===== src/rtl/core/nwsr_pkg.sv =====
// Package for the nibble wildcard search and replace core.
// Holds the window size, register index codes, payload and control structs.
// No dependencies; every core file refers to it by scoped names.
`timescale 1ns / 1ps
`default_nettype none

package nwsr_pkg;

   localparam int WINDOW_BYTES = 8;
   // The pattern registers hold eight byte lanes.
   localparam int PAT_BYTES = 8;
   localparam int CMP_BYTES = (WINDOW_BYTES < PAT_BYTES) ? WINDOW_BYTES : PAT_BYTES;
   localparam int CNT_W = $clog2(WINDOW_BYTES + 1);
   localparam int LEN_W = (CNT_W > 4) ? CNT_W : 4;
   localparam int IDX_W = $clog2(WINDOW_BYTES);
   localparam int CSR_INDEX_W = 8;
   localparam logic [31:0] INDEX_MAX = 32'hFFFF_FFFF;

   typedef logic [CNT_W-1:0] cnt_type;
   typedef logic [LEN_W-1:0] len_type;
   typedef logic [IDX_W-1:0] pos_type;
   typedef logic [WINDOW_BYTES-1:0][7:0] window_type;

   typedef enum logic [CSR_INDEX_W-1:0] {
      REG_SEARCH_VALUE  = 8'd0,
      REG_SEARCH_CARE   = 8'd1,
      REG_SEARCH_LEN    = 8'd2,
      REG_REPLACE_VALUE = 8'd3,
      REG_REPLACE_CARE  = 8'd4,
      REG_REPLACE_LEN   = 8'd5,
      REG_FIRST_ONLY    = 8'd6
   } csr_index_type;

   typedef struct packed {
      logic [63:0] search_value;
      logic [63:0] search_care;
      logic [3:0]  search_len;
      logic [63:0] replace_value;
      logic [63:0] replace_care;
      logic [3:0]  replace_len;
      logic        first_only;
   } csr_type;

   typedef struct packed {
      logic [7:0] data_byte;
      logic       stream_end;
   } req_payload_type;

   typedef struct packed {
      logic [7:0]  out_byte;
      logic        match_here;
      logic [31:0] byte_index;
      logic        end_out;
   } rsp_payload_type;

   typedef struct packed {
      cnt_type avail;
      logic    blocked;
   } emit_ctrl_type;

   typedef struct packed {
      logic       hit;
      window_type window;
   } emit_result_type;

   // Lengths above what the window and the pattern lanes can hold saturate.
   function automatic len_type cap_len(input logic [3:0] len);
      len_type ext;
      ext = len_type'(len);
      return (ext > len_type'(CMP_BYTES)) ? len_type'(CMP_BYTES) : ext;
   endfunction

endpackage

`default_nettype wire


===== src/rtl/core/nwsr_emit.sv =====
// Compare and patch logic for the oldest window position.
// Depends on nwsr_pkg for the window, register and control structs.
`timescale 1ns / 1ps
`default_nettype none

module nwsr_emit (
   input  nwsr_pkg::csr_type         csr,
   input  nwsr_pkg::window_type      win_in,
   input  nwsr_pkg::emit_ctrl_type   ctrl,
   output nwsr_pkg::emit_result_type result
);

   nwsr_pkg::len_type slen;
   nwsr_pkg::len_type rlen_cap;
   nwsr_pkg::len_type rlen;
   nwsr_pkg::len_type avail_ext;
   logic              hit;

   assign slen      = nwsr_pkg::cap_len(csr.search_len);
   assign rlen_cap  = nwsr_pkg::cap_len(csr.replace_len);
   assign avail_ext = nwsr_pkg::len_type'(ctrl.avail);
   // A replacement never runs past the last byte still pending in the stream.
   assign rlen      = (rlen_cap > avail_ext) ? avail_ext : rlen_cap;

   always_comb begin
      hit = (slen != '0) && (slen <= avail_ext) && !ctrl.blocked;
      for (int k = 0; k < nwsr_pkg::CMP_BYTES; k++) begin
         if ((nwsr_pkg::len_type'(k) < slen) &&
             (((win_in[k] ^ csr.search_value[8*k +: 8]) & csr.search_care[8*k +: 8]) != 8'h00))
         begin
            hit = 1'b0;
         end
      end
   end

   always_comb begin
      result.hit    = hit;
      result.window = win_in;
      for (int k = 0; k < nwsr_pkg::CMP_BYTES; k++) begin
         if (hit && (nwsr_pkg::len_type'(k) < rlen)) begin
            result.window[k] = (win_in[k] & ~csr.replace_care[8*k +: 8]) |
                               (csr.replace_value[8*k +: 8] & csr.replace_care[8*k +: 8]);
         end
      end
   end

endmodule

`default_nettype wire


===== src/rtl/core/nibble_wildcard_search_replace_core.sv =====
// Top level of the nibble wildcard search and replace core.
// Depends on nwsr_pkg and instantiates nwsr_emit.
`timescale 1ns / 1ps
`default_nettype none

// Bytes enter on the req_ channel and wait in a window of WINDOW_BYTES registers. Once the
// window is full, one byte leaves per cycle unless stalled: it is checked against the
// search pattern, the window is patched on a match, and the byte goes out on the rsp_
// channel with its match flag and stream offset. In a running stream the core takes one
// byte per cycle unless stalled. Once the window is full, a byte is taken only in a cycle
// in which the oldest byte can move into the result register, so a result that the
// receiver holds back also stalls the input. A transaction with stream_end set starts a
// flush: every pending byte (up to WINDOW_BYTES) is sent, one per cycle unless stalled,
// and req_ready stays low until the last one has gone into the result register. Compare,
// patch and shift of the window are combinational, so the patch feedback loop through the
// window sets the rate.
// The csr_ port is always ready; registers may be written only while the core is idle.
module nibble_wildcard_search_replace_core (
   input  wire                                       clock,
   input  wire                                       reset,
   input  wire                                       req_valid,
   output logic                                      req_ready,
   input  nwsr_pkg::req_payload_type                 req_data,
   output logic                                      rsp_valid,
   input  wire                                       rsp_ready,
   output nwsr_pkg::rsp_payload_type                 rsp_data,
   input  wire                                       csr_valid,
   output logic                                      csr_ready,
   input  wire  [nwsr_pkg::CSR_INDEX_W-1:0]          csr_index,
   input  wire  [63:0]                               csr_wdata
);

   nwsr_pkg::csr_type          csr_ff, csr_in;
   nwsr_pkg::window_type       win_ff, win_in;
   nwsr_pkg::window_type       win_shift;
   nwsr_pkg::cnt_type          fill_ff, fill_in;
   nwsr_pkg::cnt_type          wr_cnt;
   logic                       flushing_ff, flushing_in;
   logic                       match_seen_ff, match_seen_in;
   logic [31:0]                index_ff, index_in;
   logic                       rsp_valid_ff, rsp_valid_in;
   nwsr_pkg::rsp_payload_type  rsp_data_ff, rsp_data_in;

   nwsr_pkg::emit_ctrl_type    emit_ctrl;
   nwsr_pkg::emit_result_type  emit_res;

   logic full;
   logic emit_due;
   logic out_free;
   logic emit;
   logic last;
   logic accept;

   assign full     = (fill_ff == nwsr_pkg::cnt_type'(nwsr_pkg::WINDOW_BYTES));
   assign emit_due = full || (flushing_ff && (fill_ff != '0));
   assign out_free = !rsp_valid_ff || rsp_ready;
   assign emit     = emit_due && out_free;
   assign last     = flushing_ff && (fill_ff == nwsr_pkg::cnt_type'(1));

   // A full window takes a byte only in a cycle in which its oldest byte leaves.
   assign req_ready = !flushing_ff && (!full || emit);
   assign accept    = req_valid && req_ready;

   assign csr_ready = 1'b1;
   assign rsp_valid = rsp_valid_ff;
   assign rsp_data  = rsp_data_ff;

   assign emit_ctrl.avail   = fill_ff;
   assign emit_ctrl.blocked = csr_ff.first_only && match_seen_ff;

   nwsr_emit u_emit (
      .csr    (csr_ff),
      .win_in (win_ff),
      .ctrl   (emit_ctrl),
      .result (emit_res)
   );

   always_comb begin
      for (int k = 0; k < nwsr_pkg::WINDOW_BYTES - 1; k++) begin
         win_shift[k] = emit_res.window[k+1];
      end
      win_shift[nwsr_pkg::WINDOW_BYTES-1] = emit_res.window[nwsr_pkg::WINDOW_BYTES-1];
   end

   assign wr_cnt = fill_ff - nwsr_pkg::cnt_type'(emit);

   always_comb begin
      win_in = emit ? win_shift : win_ff;
      if (accept) begin
         win_in[wr_cnt[nwsr_pkg::IDX_W-1:0]] = req_data.data_byte;
      end
   end

   assign fill_in = wr_cnt + nwsr_pkg::cnt_type'(accept);

   always_comb begin
      flushing_in   = flushing_ff;
      match_seen_in = match_seen_ff;
      index_in      = index_ff;
      if (emit && last) begin
         flushing_in   = 1'b0;
         match_seen_in = 1'b0;
         index_in      = '0;
      end else begin
         if (accept && req_data.stream_end) begin
            flushing_in = 1'b1;
         end
         if (emit && emit_res.hit) begin
            match_seen_in = 1'b1;
         end
         if (emit && (index_ff != nwsr_pkg::INDEX_MAX)) begin
            index_in = index_ff + 32'd1;
         end
      end
   end

   always_comb begin
      rsp_valid_in = rsp_valid_ff;
      rsp_data_in  = rsp_data_ff;
      if (emit) begin
         rsp_valid_in           = 1'b1;
         rsp_data_in.out_byte   = emit_res.window[0];
         rsp_data_in.match_here = emit_res.hit;
         rsp_data_in.byte_index = index_ff;
         rsp_data_in.end_out    = last;
      end else if (rsp_ready) begin
         rsp_valid_in = 1'b0;
      end
   end

   always_comb begin
      csr_in = csr_ff;
      if (csr_valid) begin
         unique case (csr_index)
            nwsr_pkg::REG_SEARCH_VALUE:  csr_in.search_value  = csr_wdata;
            nwsr_pkg::REG_SEARCH_CARE:   csr_in.search_care   = csr_wdata;
            nwsr_pkg::REG_SEARCH_LEN:    csr_in.search_len    = csr_wdata[3:0];
            nwsr_pkg::REG_REPLACE_VALUE: csr_in.replace_value = csr_wdata;
            nwsr_pkg::REG_REPLACE_CARE:  csr_in.replace_care  = csr_wdata;
            nwsr_pkg::REG_REPLACE_LEN:   csr_in.replace_len   = csr_wdata[3:0];
            nwsr_pkg::REG_FIRST_ONLY:    csr_in.first_only    = csr_wdata[0];
            default: ;
         endcase
      end
   end

   always_ff @(posedge clock) begin
      if (reset) begin
         csr_ff        <= '0;
         fill_ff       <= '0;
         flushing_ff   <= 1'b0;
         match_seen_ff <= 1'b0;
         index_ff      <= '0;
         rsp_valid_ff  <= 1'b0;
      end else begin
         csr_ff        <= csr_in;
         fill_ff       <= fill_in;
         flushing_ff   <= flushing_in;
         match_seen_ff <= match_seen_in;
         index_ff      <= index_in;
         rsp_valid_ff  <= rsp_valid_in;
      end
   end

   // Window contents and result payload carry no reset.
   always_ff @(posedge clock) begin
      win_ff      <= win_in;
      rsp_data_ff <= rsp_data_in;
   end

`ifndef SYNTHESIS
   a_fill_bound: assert property (@(posedge clock) disable iff (reset)
      fill_ff <= nwsr_pkg::cnt_type'(nwsr_pkg::WINDOW_BYTES))
      else $error("window fill count exceeds the window size");

   a_no_accept_in_flush: assert property (@(posedge clock) disable iff (reset)
      flushing_ff |-> !req_ready)
      else $error("input taken while the window is being flushed");

   a_flush_done: assert property (@(posedge clock) disable iff (reset)
      (emit && last) |=> (fill_ff == '0) && !flushing_ff && (index_ff == '0) && !match_seen_ff)
      else $error("stream state not cleared after the final byte");

   a_index_step: assert property (@(posedge clock) disable iff (reset)
      (emit && !last && (index_ff != nwsr_pkg::INDEX_MAX)) |=>
         (index_ff == $past(index_ff) + 32'd1))
      else $error("byte index did not advance by one");

   a_result_held: assert property (@(posedge clock) disable iff (reset)
      (emit_due && !out_free) |=> (rsp_data_ff == $past(rsp_data_ff)))
      else $error("pending result overwritten while stalled");
`endif

endmodule

`default_nettype wire


===== config.mk =====
export PLATFORM = sky130hd
export DESIGN_NAME = nibble_wildcard_search_replace_core
export DESIGN_NICKNAME = d
export VERILOG_FILES = /design/src/rtl/core/nwsr_pkg.sv /design/src/rtl/core/nwsr_emit.sv /design/src/rtl/core/nibble_wildcard_search_replace_core.sv
export SDC_FILE = /design/constraint.sdc
export NUM_CORES = 1
export LEC_CHECK = 0
export BUFFER_PORTS_ARGS = -buffer_cell sky130_fd_sc_hd__buf_2
export CORE_AREA = 2 2 175 177
export CTS_CLUSTER_SIZE = 25
export DETAILED_ROUTE_END_ITERATION = 10
export DIE_AREA = 0 0 177 179
export HOLD_SLACK_MARGIN = 0.03
export PLACE_DENSITY = 0.89
export SYNTH_ARGS = -nofsm -noshare
export SYNTH_HDL_FRONTEND = slang
export SYNTH_HIERARCHICAL = 1
export SYNTH_SLANG_ARGS = --single-unit

===== constraint.sdc =====
create_clock -name clock -period 4.44 [get_ports clock]
set_clock_uncertainty 0.1 [all_clocks]
set_input_delay 0.222 -clock clock [delete_from_list [all_inputs] [get_ports clock]]
set_output_delay 0.222 -clock clock [all_outputs]
set_load 0.1 [all_outputs]

* Yosys cells after proc, flatten, opt, wreduce, memory -nomap -nowiden *
Cells that the tools add are included.

operators by class
  $add $sub $neg = 3
  order comparisons = 22
  equality and inequality tests = 9
  muxes and demuxes = 26
  bitwise gates (word level) = 48
  reduce and logical (&&, ||, !) cells = 56

operators with widths
  cell                     count
  $and A8 B8 Y8            24
  $mux W64                 2
  $mux W8                  9
  $bwmux W64               1
  $not A8 Y8               8
  $or A8 B8 Y8             8
  $reduce_bool A8 Y1       8
  $xor A8 B8 Y8            8
  $add A32 B1 Y32 const B  1
  $lt A3 B4 Y1 const A     8
  $ne A32 B32 Y1 const B   1
  $logic_and A1 B1 Y1      29
  $demux W8 S3             1
  $eq A8 B3 Y1 const B     3
  $eq A8 B2 Y1 const B     2
  $lt A1 B4 Y1 const A     4
  $lt A2 B4 Y1 const A     4
  $reduce_and A2 Y1        7
  $mux W4                  3
  $mux W1                  10
  $eq A8 B1 Y1 const B     1
  $gt A4 B4 Y1 const B     2
  $logic_not A8 Y1         1
  $reduce_bool A4 Y1       2
  other kinds (12)         17

word-level totals
  register bits after elaboration = 410
  input port bits = 86
  output and inout bits = 45
  logic and storage cells = 188

* Logic depth before layout (Yosys ltp) *
Gate-level depths: netlist of the first run.

  depth after elaboration = 18
  mapped depth = 13
  gate-level depth less buffers = 12

* Hierarchy *
The synthesis of the first run kept the hierarchy.

by module, submodules not included
  module                               times used  cells an instance  area an instance (sq um)  seq. area each (sq um)
  nibble_wildcard_search_replace_core  1           1738               15034.4                   8628.3
  nwsr_emit                            1           322                2711.4                    0.0

* Least setup slack after synthesis of the first run *
Ideal clock, no wire load.

  path kind = flip-flop to flip-flop
  start point = register rsp_valid_ff, in the netlist rsp_valid
  end point = register win_ff[38] (netlist bit)
  library setup time = 0.131 ns
  arrival time = 3.921 ns
  data required time = 4.209 ns
  slack = 0.288 ns
  stages on the path, launching flop included = 11
  path buffers = 1
  clock period less this slack = 4.152 ns
  cell sequence = dfxtp_1 nand2b_1 o21ai_1 inv_1 ha_1 ha_1 xor2_1 nand2_1 nor3_1 clkbuf_1 o21ai_0

RTL lines
  element                 line                                        RTL
  start, declared         nibble_wildcard_search_replace_core.sv:41   logic rsp_valid_ff, rsp_valid_in;
  start signal, assigned  nibble_wildcard_search_replace_core.sv:161  rsp_valid_ff <= rsp_valid_in;
  end signal, assigned    nibble_wildcard_search_replace_core.sv:167  win_ff <= win_in;
  end, declared           nibble_wildcard_search_replace_core.sv:34   nwsr_pkg::window_type win_ff, win_in;

==> summary.md, run 1 <==
| Metric | Value |
|---|---|
| Count of input and output buffers | `129` |
| Cell type with the largest total area after synthesis | `sky130_fd_sc_hd__dfxtp_1` |
| DR vias | `15950` |
| Top cells by count, synth | `sky130_fd_sc_hd__nand2_1, sky130_fd_sc_hd__dfxtp_1, sky130_fd_sc_hd__a21oi_1` |
| Final layout net count | `between 2000 and 2500` |
| Final Max Tran Viols | `0` |
| Worst slew margin | `roughly 13%` |
| Post-synth top area share | `41.5%` |
| Starting Density | `59.1%` |
| Critical path fanouts, max | `14` |
| Routability-driven placement congestion ratio | `0.897` |
| Unrepaired setup endpoints after global routing | `no` |
| Outcome | `finished, final reports clean` |
| Full die area | `0.0317 mm2` |
| Main combinational cell family by area after synthesis | `simple AND/OR/NAND/NOR gates` |
| Remaining routing DRC violations | `0` |
| Achievable clock frequency | `252 MHz` |
| Cell area power density | `513 mW/mm2` |
| Number of levels in the clock H-tree | `2` |
| Tightest Pin Transition | `1290 ps` |
| Synth Area in Compound Gates | `13.7%` |
| Number of nets produced by synthesis | `2158` |
| Count of warnings emitted by yosys | `6` |
| Final HPWL from detailed placement | `about 30 mm` |
| Xor/xnor share of the synthesized area | `3.75%` |
| Clock latency on the worst-skew pair | `550 ps` |
| Class of the worst hold path | `input pin to flip-flop` |
| Final count of negative-setup-slack endpoints | `0` |
| Clock Sinks | `410` |
| Final total negative setup slack | `0 ps` |
| GR Overflow Total | `0` |
| Clock root buffer | `sky130_fd_sc_hd__clkbuf_16` |
| Leakage | `7.94 nW` |
| Antenna diode count | `0` |
| Share of cell area taken by muxes after synthesis | `8.52%` |
| Final Hold Viols | `0` |
| Routed wire length per instance | `~19 um` |
| Average size of a mapped cell | `8.61 um2` |
| CP Launch Type | `flip-flop` |
| I/O Pins | `between 100 and 150` |
| Syn Std Cell Area | `0.0177 mm2` |
| Global-route wire length before repair | `77.3 mm` |
| Post-synthesis to final-layout area growth | `16.9%` |
| Final period util | `89.4%` |
| Antenna viol nets, final | `0` |
| Gr usage total | `around 31%` |
| Max Cap Violations | `0` |
| Tmin final | `approximately 4000 ps` |
| Number of antenna violations at the first check in global routing | `0` |
| Critical setup path kind | `flip-flop to flip-flop` |
| Register bit count reported by yosys | `410` |
| Num rows | `64` |
| Final non-filler cell total | `2630` |
| Number of different library cells in the post-synthesis netlist | `65` |
| Area contributors post-synth | `sky130_fd_sc_hd__dfxtp_1, sky130_fd_sc_hd__nand2_1, sky130_fd_sc_hd__a21oi_1, sky130_fd_sc_hd__edfxtp_1, sky130_fd_sc_hd__mux2i_1` |
| Die span in y | `179 um` |
| Clock Pin Slew Worst Setup and Hold Paths | `~60 ps` |
| Pin count of the biggest net entering global routing | `101` |
| Async S/R FF share, synth | `0%` |
| Number of standard cells after synthesis | `2060` |
| Seq/Total Area, Yosys | `48.6%` |
| Core footprint | `0.0300 mm2` |
| Number of buffers added by the clock tree synthesis step | `41` |
| Maximum resistive drop on vdd | `between 0.0004 and 0.0005 V` |
| Final WL | `50.1 mm` |
| Worst EP arrival | `4280 ps` |
| DRC violation total after the first TritonRoute iteration | `1897` |
| Most common flop cell mapped by yosys | `sky130_fd_sc_hd__dfxtp_1` |
| Max Buffers Root-to-Sink | `3` |
| Pre-antenna DRT Iters | `5` |
| Simple-gate share of the synthesized area | `21.0%` |
| Total chip power | `10.7 mW` |
| Synthesized-area fraction occupied by adder cells | `0.846%` |
| Share of cells above drive strength 1 | `13.1%` |
| WHS | `between 50 and 60 ps` |
| Number of global-route vias before repair | `15241` |
| Crit. End Element | `flip-flop` |
| Die X-Extent | `177 um` |
| Most frequently used cell type in the post-synthesis netlist | `sky130_fd_sc_hd__nand2_1` |
| Clock tree from TritonCTS | `done` |
| Average via count per standard cell | `6.06` |
| Inst Count DP | `2482` |
| Required time of the critical path | `4750 ps` |
| Number of synthesized flops with an enable pin | `42` |
[routing by layer]
| layer | GRT usage, % | up-vias | wire length [um] |
|---|---|---|---|
| met1 | 37.7 | 7548 | 19400 |
| li1 | - | 7328 | - |
| met3 | 4.94 | 179 | 4570 |
| met2 | 52.4 | 895 | 24200 |
| met4 | 14.4 | 0 | 1950 |
| met5 | 0 | - | 0 |
[cell usage in the layout, fill, tap and decap left out, types with 16 or more instances in the layout]
cell type | netlist | layout
sky130_fd_sc_hd__mux2_2 | 26 | 26
sky130_fd_sc_hd__nor2_1 | 51 | 51
sky130_fd_sc_hd__mux2i_1 | 78 | 78
sky130_fd_sc_hd__clkbuf_16 | 0 | 41
sky130_fd_sc_hd__buf_4 | 3 | 26
sky130_fd_sc_hd__nand2_1 | 609 | 607
sky130_fd_sc_hd__xor2_1 | 66 | 66
sky130_fd_sc_hd__nand4_1 | 20 | 20
sky130_fd_sc_hd__nand3_1 | 17 | 16
sky130_fd_sc_hd__buf_2 | 20 | 128
sky130_fd_sc_hd__a22oi_1 | 30 | 30
sky130_fd_sc_hd__a21oi_1 | 278 | 278
sky130_fd_sc_hd__nor3b_1 | 33 | 33
sky130_fd_sc_hd__dfxtp_1 | 368 | 368
sky130_fd_sc_hd__edfxtp_1 | 42 | 42
sky130_fd_sc_hd__o21ai_0 | 76 | 76
sky130_fd_sc_hd__inv_1 | 18 | 17
sky130_fd_sc_hd__dlygate4sd3_1 | 0 | 73
sky130_fd_sc_hd__nor3b_2 | 16 | 16
sky130_fd_sc_hd__mux2_1 | 39 | 39
[report_power, final]
part	internal [mW]	switching, mW	total, mW
clock	2.03	1.45	3.48
combinational	0.878	1.73	2.61
sequential	4.16	0.406	4.56
[final cells by class]
type | count | area (um2)
clock buffer | 63 | 1190
clock inverter | 12 | 159
fill | 2047 | 9290
inverter | 18 | 67.6
multi-input combinational | 1500 | 8570
sequential | 410 | 8630
tap | 396 | 495
timing repair buffer | 231 | 1640
[worst max-delay path, cell delays in order, from the launching register on]
cell,delay (ps)
sky130_fd_sc_hd__dfxtp_1,620
sky130_fd_sc_hd__inv_1,190
sky130_fd_sc_hd__ha_1,340
sky130_fd_sc_hd__nor2b_1,130
sky130_fd_sc_hd__o21a_1,170
sky130_fd_sc_hd__o21a_1,170
sky130_fd_sc_hd__o21ai_2,260
sky130_fd_sc_hd__a2111oi_0,130
sky130_fd_sc_hd__or4_1,780
sky130_fd_sc_hd__nor3b_2,310
sky130_fd_sc_hd__mux2_1,340
sky130_fd_sc_hd__mux2i_1,190
sky130_fd_sc_hd__o21ai_0,130
[cells by family after synthesis]
kind of cell / Yosys count
fa+ha+maj: 12
simple gates: 833
other cells: 1
xor+xnor: 76
buf+inv: 150
compound gates: 435
mux: 143
flops: 410
[final timing paths]
| path | start | to | slack, ps | cells after the start |
|---|---|---|---|---|
| setup / recovery | fill_ff[1]$_SDFF_PP0_ | win_ff[15]$_DFF_P_ | 470 | 12 |
| hold / removal | reset | fill_ff[2]$_SDFF_PP0_ | 50 | 2 |
| setup reg to reg | fill_ff[1]$_SDFF_PP0_ | win_ff[15]$_DFF_P_ | 470 | 12 |
| hold reg to reg | csr_ff[15]$_SDFFE_PP0P_ | csr_ff[15]$_SDFFE_PP0P_ | 350 | 2 |
[stage by stage]
stage                     utilization (%)  setup WS [ps]  area (um2)
after floorplan                         -            288       17700
after global placement               62.2            769       18700
after global routing                 69.1            285       20700
after CTS                            69.1            594       20700
after detailed placement             62.2            702       18700
final                                69.1            469       20700
[sequential cells by signal, indices dropped and copies added, names as in the netlist]
name / flops
rsp_valid: 1
win_ff: 64
match_seen_ff: 1
index_ff: 32
csr_ff: 265
flushing_ff: 1
fill_ff: 4
rsp_data: 42
[timing repair]
item | 4_1_cts | 5_1_grt
resized for setup | 0 | 0
hold endpoints to repair | 329 | 0
setup buffers | 0 | 0
hold buffers | 73 | 0
Note: power is estimated with default switching activity, not from simulation.
==> run 2: changes to the inputs <==
--- a/config.mk
+++ b/config.mk
@@ -6,13 +6,12 @@
 export NUM_CORES = 1
 export LEC_CHECK = 0
 export BUFFER_PORTS_ARGS = -buffer_cell sky130_fd_sc_hd__buf_2
-export CORE_AREA = 2 2 175 177
+export CORE_AREA = 2 2 176 178
 export CTS_CLUSTER_SIZE = 25
 export DETAILED_ROUTE_END_ITERATION = 10
-export DIE_AREA = 0 0 177 179
+export DIE_AREA = 0 0 178 180
 export HOLD_SLACK_MARGIN = 0.03
 export PLACE_DENSITY = 0.89
 export SYNTH_ARGS = -nofsm -noshare
 export SYNTH_HDL_FRONTEND = slang
-export SYNTH_HIERARCHICAL = 1
 export SYNTH_SLANG_ARGS = --single-unit
==> run 2 against run 1 <==
Sequential power up 4%. Maximum frequency grew 5.1%. Total power increased by 13%. Die area is 1.1% higher. Synthesized cell count rose by 7.0%.
==> summary.md, run 2 <==
| Metric | Value |
|---|---|
| Top reg by flops | `csr_ff` |
| Cell-by-cell listing of the critical path | `nor2b_1, ha_1, or2_2, o311ai_2, nor2_2, o31a_1, a211oi_2, o31ai_1, a31oi_1` |
| Outcome | `finished, final reports clean` |
| Antenna diode count | `0 (unchanged)` |
| Num rows | `64 (unchanged)` |
| Starting Density | `59.2% (+0.097 points)` |
| Final HPWL from detailed placement | `31.6 mm (+4.9%)` |
| Final period util | `85.1% (-4.3 points)` |
| Final Hold Viols | `0 (unchanged)` |
| Max Buffers Root-to-Sink | `3 (unchanged)` |
| Syn Std Cell Area | `0.0179 mm2 (+0.70%)` |
| Unrepaired setup endpoints after global routing | `no` |
| Global-route wire length before repair | `82.6 mm (+6.9%)` |
| Final Max Tran Viols | `0 (unchanged)` |
| Post-synthesis to final-layout area growth | `16.1%` |
| Number of different library cells in the post-synthesis netlist | `66 (+1.5%)` |
| Cell area power density | `583 mW/mm2 (+13%)` |
| Routability-driven placement congestion ratio | `0.925 (+3.1%)` |
| Final layout net count | `2426 (+5.5%)` |
| Number of antenna violations at the first check in global routing | `0 (unchanged)` |
| # resized after CTS | `0 (unchanged)` |
| Count of warnings emitted by yosys | `0 (-6)` |
| Clock Pin Slew Worst Setup and Hold Paths | `60 ps (about the same)` |
| Largest register FFs | `265 (unchanged)` |
| Area contributors post-synth | `sky130_fd_sc_hd__dfxtp_1, sky130_fd_sc_hd__nand2_1, sky130_fd_sc_hd__a21oi_1, sky130_fd_sc_hd__edfxtp_1, sky130_fd_sc_hd__xor2_1` |
| Number of levels in the clock H-tree | `2 (unchanged)` |
| CP Launch Type | `flip-flop` |
| Remaining routing DRC violations | `0 (unchanged)` |
| Worst Setup Slack post-DPL | `910 ps (+209 ps)` |
| Die span in y | `180 um (+0.56%)` |
| Number of nets produced by synthesis | `2304 (+6.8%)` |
| Crit-path slowest cell | `sky130_fd_sc_hd__a211oi_2` |
| Pin count of the biggest net entering global routing | `166 (+64%)` |
| Average size of a mapped cell | `8.10 um2 (-5.9%)` |
| DRC violation total after the first TritonRoute iteration | `1913 (+0.84%)` |
| Clock root buffer | `sky130_fd_sc_hd__clkbuf_16` |
| WHS | `93.6 ps (+39.3 ps)` |
| Core utilization of the finished layout | `68.7% (-0.35 points)` |
| Critical path fanouts, max | `17 (+3)` |
| Worst slew margin | `27.1% (+14 points)` |
| Number of synthesized flops with an enable pin | `42 (unchanged)` |
| Most frequently used cell type in the post-synthesis netlist | `sky130_fd_sc_hd__nand2_1` |
| Slowest cell delay on critical path | `820 ps (+40 ps)` |
| Routed wire length per instance | `18.6 um (-2.2%)` |
| Achievable clock frequency | `265 MHz (+5.1%)` |
| Worst EP arrival | `4110 ps (-170 ps)` |
| Class of the worst hold path | `input pin to flip-flop` |
| Total chip power | `12.1 mW (+13%)` |
| Leading cell type in the layout, fill and taps excluded | `sky130_fd_sc_hd__nand2_1` |
| Share of cells above drive strength 1 | `10.7% (-2.4 points)` |
| Final WL | `51.3 mm (+2.4%)` |
| Final count of negative-setup-slack endpoints | `0 (unchanged)` |
| Leakage | `7.20 nW (-9.2%)` |
| Number of buffers and inverters on the critical path | `0 (-1)` |
| Max Cap Violations | `0 (unchanged)` |
| Number of buffers added by the clock tree synthesis step | `42 (+2.4%)` |
| Tmin final | `3780 ps (-193 ps)` |
| I/O Pins | `131 (unchanged)` |
| DR vias | `16804 (+5.4%)` |
| Count of input and output buffers | `129 (unchanged)` |
| Most frequent cells in the layout | `sky130_fd_sc_hd__nand2_1, sky130_fd_sc_hd__dfxtp_1, sky130_fd_sc_hd__a21oi_1, sky130_fd_sc_hd__nor2_1, sky130_fd_sc_hd__buf_2` |
| Antenna viol nets, final | `0 (unchanged)` |
| Worst setup slack after layout | `662 ps (+193 ps)` |
| Most common flop cell mapped by yosys | `sky130_fd_sc_hd__dfxtp_1` |
| GR Overflow Total | `0 (unchanged)` |
| Number of global-route vias before repair | `16065 (+5.4%)` |
| Async S/R FF share, synth | `0% (unchanged)` |
| Clock tree from TritonCTS | `done` |
| Post-synth top area share | `41.2% (-0.29 points)` |
| Crit. End Element | `flip-flop` |
| Critical setup path kind | `flip-flop to flip-flop` |
| Clock Sinks | `410 (unchanged)` |
| Maximum resistive drop on vdd | `0.000362 V (-20%)` |
| Critical path's top delay family | `compound AO/OA/AOI/OAI gates` |
| Top cells by count, synth | `sky130_fd_sc_hd__nand2_1, sky130_fd_sc_hd__dfxtp_1, sky130_fd_sc_hd__a21oi_1` |
| Clock latency on the worst-skew pair | `540 ps (about the same)` |
| Tightest Pin Transition | `1080 ps (-209 ps)` |
| Cell type with the largest total area after synthesis | `sky130_fd_sc_hd__dfxtp_1` |
| Full die area | `0.0320 mm2 (+1.1%)` |
| Gr usage total | `31.7% (+1.1 points)` |
| Average via count per standard cell | `6.10 (+0.61%)` |
| Required time of the critical path | `4780 ps (+30 ps)` |
| Final total negative setup slack | `0 ps (unchanged)` |
| Seq/Total Area, Yosys | `48.3% (-0.34 points)` |
| Register bit count reported by yosys | `410 (unchanged)` |
| Die X-Extent | `178 um (+0.56%)` |
| Number of standard cells after synthesis | `2205 (+7.0%)` |
| Core footprint | `0.0302 mm2 (+0.53%)` |
| Pre-antenna DRT Iters | `6 (+1)` |
-- run 2: changes by cell type in the layout (fill, tap and decap cells not counted), sizes merged, moves of 47 or more --
cell,change
inv,+47
nor3b,-47
o31ai,+49
mux2,-56
nor2,+100
a31oi,+50
mux2i,-66
-- run 2: metal layers --
layer / GRT usage, % / share of wire, %
met1: 39.3 / 39
met2: 51.9 / 46
met3: 6.66 / 9.7
met4: 15.8 / 5.4
met5: 0 / 0
-- run 2: cells by family (layout without fill, tap and decap cells) --
kind of cell / count (synthesis) / after routing / share of synthesized area [%]
simple gates: 909 / 909 / 21.9
compound gates: 550 / 550 / 18.5
flops: 410 / 410 / 48.3
buf+inv: 210 / 363 / 4.73
xor+xnor: 91 / 91 / 4.46
mux: 21 / 21 / 1.24
fa+ha+maj: 13 / 13 / 0.910
other cells: 1 / 1 / 0.0210
-- run 2: path summary, 6_finish.rpt --
path / from / endpoint / depth (start not counted) / slack [ps]
max: csr_ff[4]$_SDFFE_PP0P_ / win_ff[12]$_DFF_P_ / 9 / 660
min: req_data[4] / win_ff[3]$_DFF_P_ / 3 / 90
max reg2reg: csr_ff[4]$_SDFFE_PP0P_ / win_ff[12]$_DFF_P_ / 9 / 660
min reg2reg: csr_ff[80]$_SDFFE_PP0P_ / csr_ff[80]$_SDFFE_PP0P_ / 2 / 350
-- run 2: power breakdown --
group	internal, mW	switching, mW
Combinational	1.14	2.67
Clock	2.09	1.45
Sequential	4.23	0.519
-- run 2: layout make-up --
class | count | area [um2]
clock inverter | 19 | 178
fill | 2214 | 9440
inverter | 66 | 250
clock buffer | 56 | 1210
multi-input combinational | 1585 | 8450
tap | 396 | 495
timing repair buffer | 222 | 1550
sequential | 410 | 8630
-- run 2: worst reg2reg max path, stage by stage (launching register included) --
cell,delay (ps)
sky130_fd_sc_hd__dfxtp_1,550
sky130_fd_sc_hd__nor2b_1,150
sky130_fd_sc_hd__ha_1,220
sky130_fd_sc_hd__or2_2,330
sky130_fd_sc_hd__o311ai_2,330
sky130_fd_sc_hd__nor2_2,180
sky130_fd_sc_hd__o31a_1,530
sky130_fd_sc_hd__a211oi_2,820
sky130_fd_sc_hd__o31ai_1,210
sky130_fd_sc_hd__a31oi_1,270
-- run 2: metrics by stage --
step / area (um2) / cells
after global placement: 18600 / 2606
after CTS: 20700 / 2754
after floorplan: 17900 / 2205
final: 20700 / 2754
after global routing: 20700 / 2754
after detailed placement: 18600 / 2606
-- run 2: what timing repair did --
action | CTS | global route
endpoints found under the hold margin | 278 | 0
hold buffers | 73 | 0
buffers inserted | 0 | 0
